**config.mk**
```make
export PLATFORM = sky130hd
export DESIGN_NAME = r4bf_cmul
export DESIGN_NICKNAME = d
export VERILOG_FILES = /design/src/hdl/r4bf_pkg.sv /design/src/hdl/r4bf_cmul.sv
export SDC_FILE = /design/constraint.sdc
export NUM_CORES = 2
export LEC_CHECK = 0
export ABC_CLOCK_PERIOD_IN_PS = 6850
export BUFFER_PORTS_ARGS = -buffer_cell sky130_fd_sc_hd__buf_2
export CAP_MARGIN = 20
export CORE_MARGIN = 3
export CORE_UTILIZATION = 50
export DETAILED_ROUTE_END_ITERATION = 8
export MAX_ROUTING_LAYER = met4
export PLACE_DENSITY = 0.79
export SYNTH_ARGS = -nofsm -noshare
export SYNTH_HDL_FRONTEND = slang
export SYNTH_SLANG_ARGS = --single-unit
```
**constraint.sdc**
```tcl
create_clock -name clk -period 6.85 [get_ports clk]
set_input_delay 1.0275 -clock clk [delete_from_list [all_inputs] [get_ports clk]]
set_output_delay 1.0275 -clock clk [all_outputs]
set_load 0.05 [all_outputs]
```
**src/hdl/r4bf_pkg.sv**
```systemverilog
// types and constants shared by the radix-4 butterfly block
// no dependencies
`default_nettype none

package r4bf_pkg;

    localparam int SLOT_W  = 18;
    localparam int HALF_W  = 16;
    localparam int TW_FRAC = 15;

    typedef struct packed {
        logic [31:0] x0;
        logic [31:0] x1;
        logic [31:0] x2;
        logic [31:0] x3;
        logic [31:0] w1;
        logic [31:0] w2;
        logic [31:0] w3;
        logic        apply_twiddle;
    } in_word_t;

    typedef struct packed {
        logic [35:0] y0;
        logic [35:0] y1;
        logic [35:0] y2;
        logic [35:0] y3;
        logic        saturated;
    } out_word_t;

    typedef struct packed {
        logic s3;
        logic s4;
        logic s5;
    } stage_en_t;

endpackage

`default_nettype wire

```
**src/hdl/r4bf_cmul.sv**
```systemverilog
// three-stage twiddle multiplier: products, round sum, saturate and select
// uses r4bf_pkg
`default_nettype none

module r4bf_cmul #(
    parameter int OUT_PART_W = 18
) (
    input  wire                           clk,
    input  r4bf_pkg::stage_en_t           en,
    input  wire signed [OUT_PART_W-1:0]   yr,
    input  wire signed [OUT_PART_W-1:0]   yi,
    input  wire        [31:0]             w,
    input  wire                           apply,
    output logic       [2*r4bf_pkg::SLOT_W-1:0] slot,
    output logic                          sat
);
    import r4bf_pkg::*;

    localparam int PROD_W = OUT_PART_W + HALF_W;
    localparam int SUM_W  = PROD_W + 1;
    localparam int Q_W    = SUM_W - TW_FRAC;
    localparam int RND    = 1 << (TW_FRAC - 1);

    logic signed [HALF_W-1:0]     wr;
    logic signed [HALF_W-1:0]     wi;

    logic signed [PROD_W-1:0]     ac_reg, bd_reg, ad_reg, bc_reg;
    logic signed [OUT_PART_W-1:0] yr3_reg, yi3_reg;
    logic                         apply3_reg;

    logic signed [SUM_W-1:0]      re_sum_reg, im_sum_reg;
    logic signed [SUM_W-1:0]      re_sum_next, im_sum_next;
    logic signed [OUT_PART_W-1:0] yr4_reg, yi4_reg;
    logic                         apply4_reg;

    logic signed [Q_W-1:0]        re_q, im_q;
    logic                         re_ovf, im_ovf;
    logic signed [OUT_PART_W-1:0] re_fin, im_fin;
    logic signed [OUT_PART_W-1:0] re_sel, im_sel;
    logic [2*SLOT_W-1:0]          slot_reg, slot_next;
    logic                         sat_reg, sat_next;

    localparam logic signed [OUT_PART_W-1:0] MAX_V = {1'b0, {(OUT_PART_W-1){1'b1}}};
    localparam logic signed [OUT_PART_W-1:0] MIN_V = {1'b1, {(OUT_PART_W-1){1'b0}}};

    assign wr = $signed(w[31:16]);
    assign wi = $signed(w[15:0]);

    always_ff @(posedge clk)
    begin
        if (en.s3)
        begin
            ac_reg     <= PROD_W'(yr) * PROD_W'(wr);
            bd_reg     <= PROD_W'(yi) * PROD_W'(wi);
            ad_reg     <= PROD_W'(yr) * PROD_W'(wi);
            bc_reg     <= PROD_W'(yi) * PROD_W'(wr);
            yr3_reg    <= yr;
            yi3_reg    <= yi;
            apply3_reg <= apply;
        end
    end

    always_comb
    begin
        re_sum_next = SUM_W'(ac_reg) - SUM_W'(bd_reg) + SUM_W'(RND);
        im_sum_next = SUM_W'(ad_reg) + SUM_W'(bc_reg) + SUM_W'(RND);
    end

    always_ff @(posedge clk)
    begin
        if (en.s4)
        begin
            re_sum_reg <= re_sum_next;
            im_sum_reg <= im_sum_next;
            yr4_reg    <= yr3_reg;
            yi4_reg    <= yi3_reg;
            apply4_reg <= apply3_reg;
        end
    end

    always_comb
    begin
        re_q   = $signed(re_sum_reg[SUM_W-1:TW_FRAC]);
        im_q   = $signed(im_sum_reg[SUM_W-1:TW_FRAC]);
        re_ovf = !(&re_q[Q_W-1:OUT_PART_W-1]) && (|re_q[Q_W-1:OUT_PART_W-1]);
        im_ovf = !(&im_q[Q_W-1:OUT_PART_W-1]) && (|im_q[Q_W-1:OUT_PART_W-1]);
        re_fin = re_ovf ? (re_q[Q_W-1] ? MIN_V : MAX_V) : re_q[OUT_PART_W-1:0];
        im_fin = im_ovf ? (im_q[Q_W-1] ? MIN_V : MAX_V) : im_q[OUT_PART_W-1:0];
        re_sel = apply4_reg ? re_fin : yr4_reg;
        im_sel = apply4_reg ? im_fin : yi4_reg;
        slot_next = {SLOT_W'(re_sel), SLOT_W'(im_sel)};
        sat_next  = apply4_reg && (re_ovf || im_ovf);
    end

    always_ff @(posedge clk)
    begin
        if (en.s5)
        begin
            slot_reg <= slot_next;
            sat_reg  <= sat_next;
        end
    end

    assign slot = slot_reg;
    assign sat  = sat_reg;

endmodule

`default_nettype wire

```
## After elaboration in Yosys (flattened, before gate mapping)

Cells that the tools add are included.

- Logic and storage cells: 38
- Bits in registers: 317
- Output and inout port bits: 37

- Add/sub/neg operators: 4
- Multiply operators: 4
- Reduce and logical (&&, ||, !) cells: 10
- Multiplexer cells: 6

Operator list:

| operator | number |
|---|---|
| multiplier 18 x 16 -> 34 bit | 4 |
| 2-to-1 mux 18 bit | 6 |
| adder 35 x 16 -> 35 bit (second input constant) | 2 |
| adder 34 x 34 -> 35 bit | 1 |
| subtractor 34 x 34 -> 35 bit | 1 |
| AND reduction 3 bit | 2 |
| OR reduction 3 bit | 2 |
| logical AND 1 bit | 3 |
| zero test 1 bit | 2 |
| logical OR 1 bit | 1 |

## Logic depth before layout (Yosys ltp)

- Depth after elaboration: 5
- Depth in mapped cells: 24
- Depth with buffers taken out: 23

## Least setup slack after synthesis

No wires, ideal clock.

- Kind: input to register
- From: in w[7]
- To: reg bd_reg[32] (data pin)
- Stages on the path: 24
- Setup slack: -0.269 ns
- Arrival: 6.861 ns
- Library setup time: 0.258 ns
- Cells stage by stage: clkbuf_1 > clkbuf_1 > nand2_1 > fa_1 > inv_1 > fa_1 > inv_1 > fa_1 > inv_1 > fa_1 > fa_1 > inv_1 > fa_1 > inv_1 > ha_1 > nand4_1 > a2111oi_1 > nand3_1 > a31oi_1 > o41ai_2 > o311a_1 > o21bai_1 > a21oi_1 > xnor2_1

- Cells in the longest elaborated chain, start to end: 1

Ends and longest elaborated chain:

| what | RTL line | text |
|---|---|---|
| start, declared | r4bf_cmul.sv:12 | `input wire [31:0] w,` |
| multiplier 18 x 16 -> 34 bit | r4bf_cmul.sv:54 | `bd_reg <= PROD_W'(yi) * PROD_W'(wi);` |
| end signal, assigned | r4bf_cmul.sv:54 |  |
| end, declared | r4bf_cmul.sv:27 | `logic signed [PROD_W-1:0] ac_reg, bd_reg, ad_reg, bc_reg;` |

Every way passes these cells.
A chain may end at the register's enable or synchronous reset.

## Final worst setup path

- From: in yi[7]
- To: reg bd_reg[32] (data pin)

- Cells in the longest elaborated chain, start to end: 1

Ends and longest elaborated chain:

| what | RTL line | text |
|---|---|---|
| start, declared | r4bf_cmul.sv:11 | `input wire signed [OUT_PART_W-1:0] yi,` |
| multiplier 18 x 16 -> 34 bit | r4bf_cmul.sv:54 |  |

Every way passes these cells.

==> results_dict.tcl <==
set metrics [dict create \
    status "completed" \
    utilization_pct 57.9 \
    clock-root-buffer "clkbuf_16" \
    max-cap-violations 0 \
    async_flop_share_pct 0 \
    synth.area.mux_share_pct 0.0936 \
    critPathRequiredTime_ns 7.17 \
    insertion_delay_ns 0.57 \
    use_met3_pct 3.99 \
    ys.flop_type "edfxtp_1" \
    io_buffers 109 \
    slew_headroom_pct 29.2 \
    cts-hold-fix-buffers 0 \
    path_class "in2reg" \
    start_kind "input pin" \
    ant_nets 0 \
    grt_overflow 0 \
    rsz0062_at_grt "yes" \
    grt_util_met2_pct 45.7 \
    largest_reg_flops 36 \
    cts_tree "done" \
    track_usage_pct 28.2 \
    gp_congestion 0.946 \
    arrival_ns 7.03 \
    crit_path_end_kind "flop" \
    hold_viol 0 \
    drv_slew 0 \
    post-route-drc-count 0 \
    grt_first_pass_wirelength_um 246000 \
    vias 41400 \
    setup-violations-final 0 \
    die-area_um2 116000 \
    top_usage_layer "met2" \
    syn-num-nets 7446 \
    rows 122 \
    drt_pass1_iterations 7 \
    die_x_um 341 \
    ys_warn_count 0 \
    period_needed_ns 6.71 \
    clk_pin_slew_ns 0.06 \
    synthCells 5739 \
    routed_wl_um 153000 \
    grt_pass1_vias 45400 \
    fin_crit_sh_pct 98.0 \
    final_layout_size_suffix_gt1_share_pct 13.0 \
    synth_compound_area_share_pct 5.66 \
    hp-class "reg2reg" \
    die_h_um 341 \
    clk_path_buf_depth 3 \
    clock-sinks 287 \
    wire_per_inst_um 19.8 \
    drt_iter0_markers 2963 \
    core_um2 111000 \
    synth_cell_types 77 \
    synthAdderAreaFrac_pct 51.9 \
    cts.htree.levels 2 \
    synth_area_per_cell_um2 9.78 \
    area_growth_pct 14.5 \
    fmax_mhz 149 \
    grt_max_degree 72 \
    place_hpwl_um 129000 \
    grt_use_met1_pct 33.9 \
    worst_pin_slew_ns 1.06 \
    fin_nets 7939 \
    fin_skew_ns 0.0182 \
    viasPerCell 5.34 \
    antenna_found_initial 19 \
    synth_xor_xnor_area_share_pct 2.71 \
    ys_ff_latch 287 \
    start_util_pct 50.6 \
    synth_top_family_by_area "adder cells" \
    netlist_area_um2 56100 \
    synth_simple_gate_area_share_pct 13.5 \
    numCtsBuffers 36 \
    ys_seq_area_share_pct 15.4 \
    io_pins 110 \
    crit_fanout 9 \
    synth-edff-count 287 \
]
-- synth_stat cells (all sizes together), types with 11 or more instances --
cell type     n  area (µm²)
o21bai       22         165
nand3        22         110
a21o         52         390
nand2       629        2360
inv        1368        5130
edfxtp      287        8620
nor3         36         180
nand2b       38         238
fa         1160       23200
a31oi        12        75.1
o21a         26         195
xnor2       143        1250
a211oi       24         195
a21oi       125         633
and2        555        3470
o211ai       46         345
clkbuf      235         882
nor2        186         698
and3         11        73.8
ha          474        5930
o21ai       115         579
xor2         31         272
-- final timing paths --
path,slack (ns),cells past startpoint,from,endpoint
setup / recovery,0.14,22,yi[7],bd_reg[32]
hold / removal,0.41,0,yi3_reg[8],yi4_reg[8]
setup reg to reg,2.55,11,ac_reg[22],re_sum_reg[30]
hold reg to reg,0.41,0,yi3_reg[8],yi4_reg[8]
-- worst max-delay path: stages --
cell       delay [ns]
buf_4            0.17
buf_12           0.16
and2_1           0.17
fa_1             0.54
inv_1            0.05
fa_2             0.53
fa_1             0.45
fa_1             0.55
inv_1            0.06
fa_1             0.50
fa_1             0.55
ha_4             0.30
o211ai_1         0.16
a2111oi_4        0.39
nand3_2          0.24
a31oi_4          0.25
o41ai_2          0.08
buf_4            0.16
o311a_1          0.32
o21bai_2         0.15
a21oi_2          0.08
xnor2_1          0.13
-- cell families (layout without fill, tap and decap cells) --
logic type               Yosys count  count (layout)
XOR/XNOR                         174             174
buffers and inverters           1614            2133
multiplexers                       5               5
AO/OA/AOI/OAI                    489             489
adder cells (fa/ha/maj)         1634            1634
other                              0              11
AND/OR/NAND/NOR                 1536            1536
flip-flops                       287             287
-- metal layers --
layer	up-vias	share of wire [%]
li1	18300	-
met3	432	7.8
met5	-	0
met4	0	7.1
met2	1802	48
met1	20900	37
-- cells in the final DEF (no fill, tap or decap), types with 7 or more instances in the layout --
cell,netlist,final
and3_1,10,10
clkinv_2,0,9
a21oi_1,123,113
nor2b_1,9,9
buf_6,0,17
a211o_1,10,10
clkbuf_16,0,37
nand4_1,10,10
a31oi_1,12,10
edfxtp_1,287,287
o21bai_1,22,21
nor2_1,186,185
buf_2,0,80
o21ai_0,107,102
a211oi_1,21,20
or3_1,7,7
ha_1,474,471
nand2b_1,38,38
and2_1,555,555
o21ai_1,7,8
nor3_1,36,36
xor2_1,31,31
nor4_1,7,7
buf_4,0,537
clkbuf_4,0,15
a21o_1,52,52
nand2_1,629,625
diode_2,0,11
nand3_1,22,20
fa_1,1160,1155
o211ai_1,46,46
xnor2_1,143,143
a21oi_2,2,11
o21a_1,26,26
buf_12,0,45
inv_1,1368,1367
-- final cells by class --
| class | instances | area (µm²) |
|---|---|---|
| clock inverter | 24 | 263 |
| antenna | 11 | 27.5 |
| multi-input combinational | 3838 | 41700 |
| clock buffer | 40 | 916 |
| inverter | 1370 | 5140 |
| sequential | 287 | 8620 |
| tap | 1488 | 1860 |
| timing repair buffer | 699 | 5730 |
| fill | 9059 | 46700 |
-- metrics by stage --
stage               std cells  setup TNS [ns]  hold WS [ns]  instance area, µm²  worst slack (ns)
CTS                      7737               0         0.415               63800            0.0145
detailed placement       7673          -18.55         0.405               62600            -0.742
floorplan                5739         -0.0636         0.400               56200           -0.0636
global placement         7673          -15.96         0.400               62600            -0.696
finish                   7757               0         0.413               64300             0.140
global route             7757          -0.200         0.420               64300           -0.0985
-- timing repair --
item | in CTS | in global routing
pin swaps | 0 | 17
cloned | 0 | 1
buffers inserted | 0 | 7
resized for setup | 7 | 99
setup endpoints to repair | 9 | 29
Power is not shown: default switching activity piles up to over one toggle a cycle in this logic, so the estimate is an artifact.
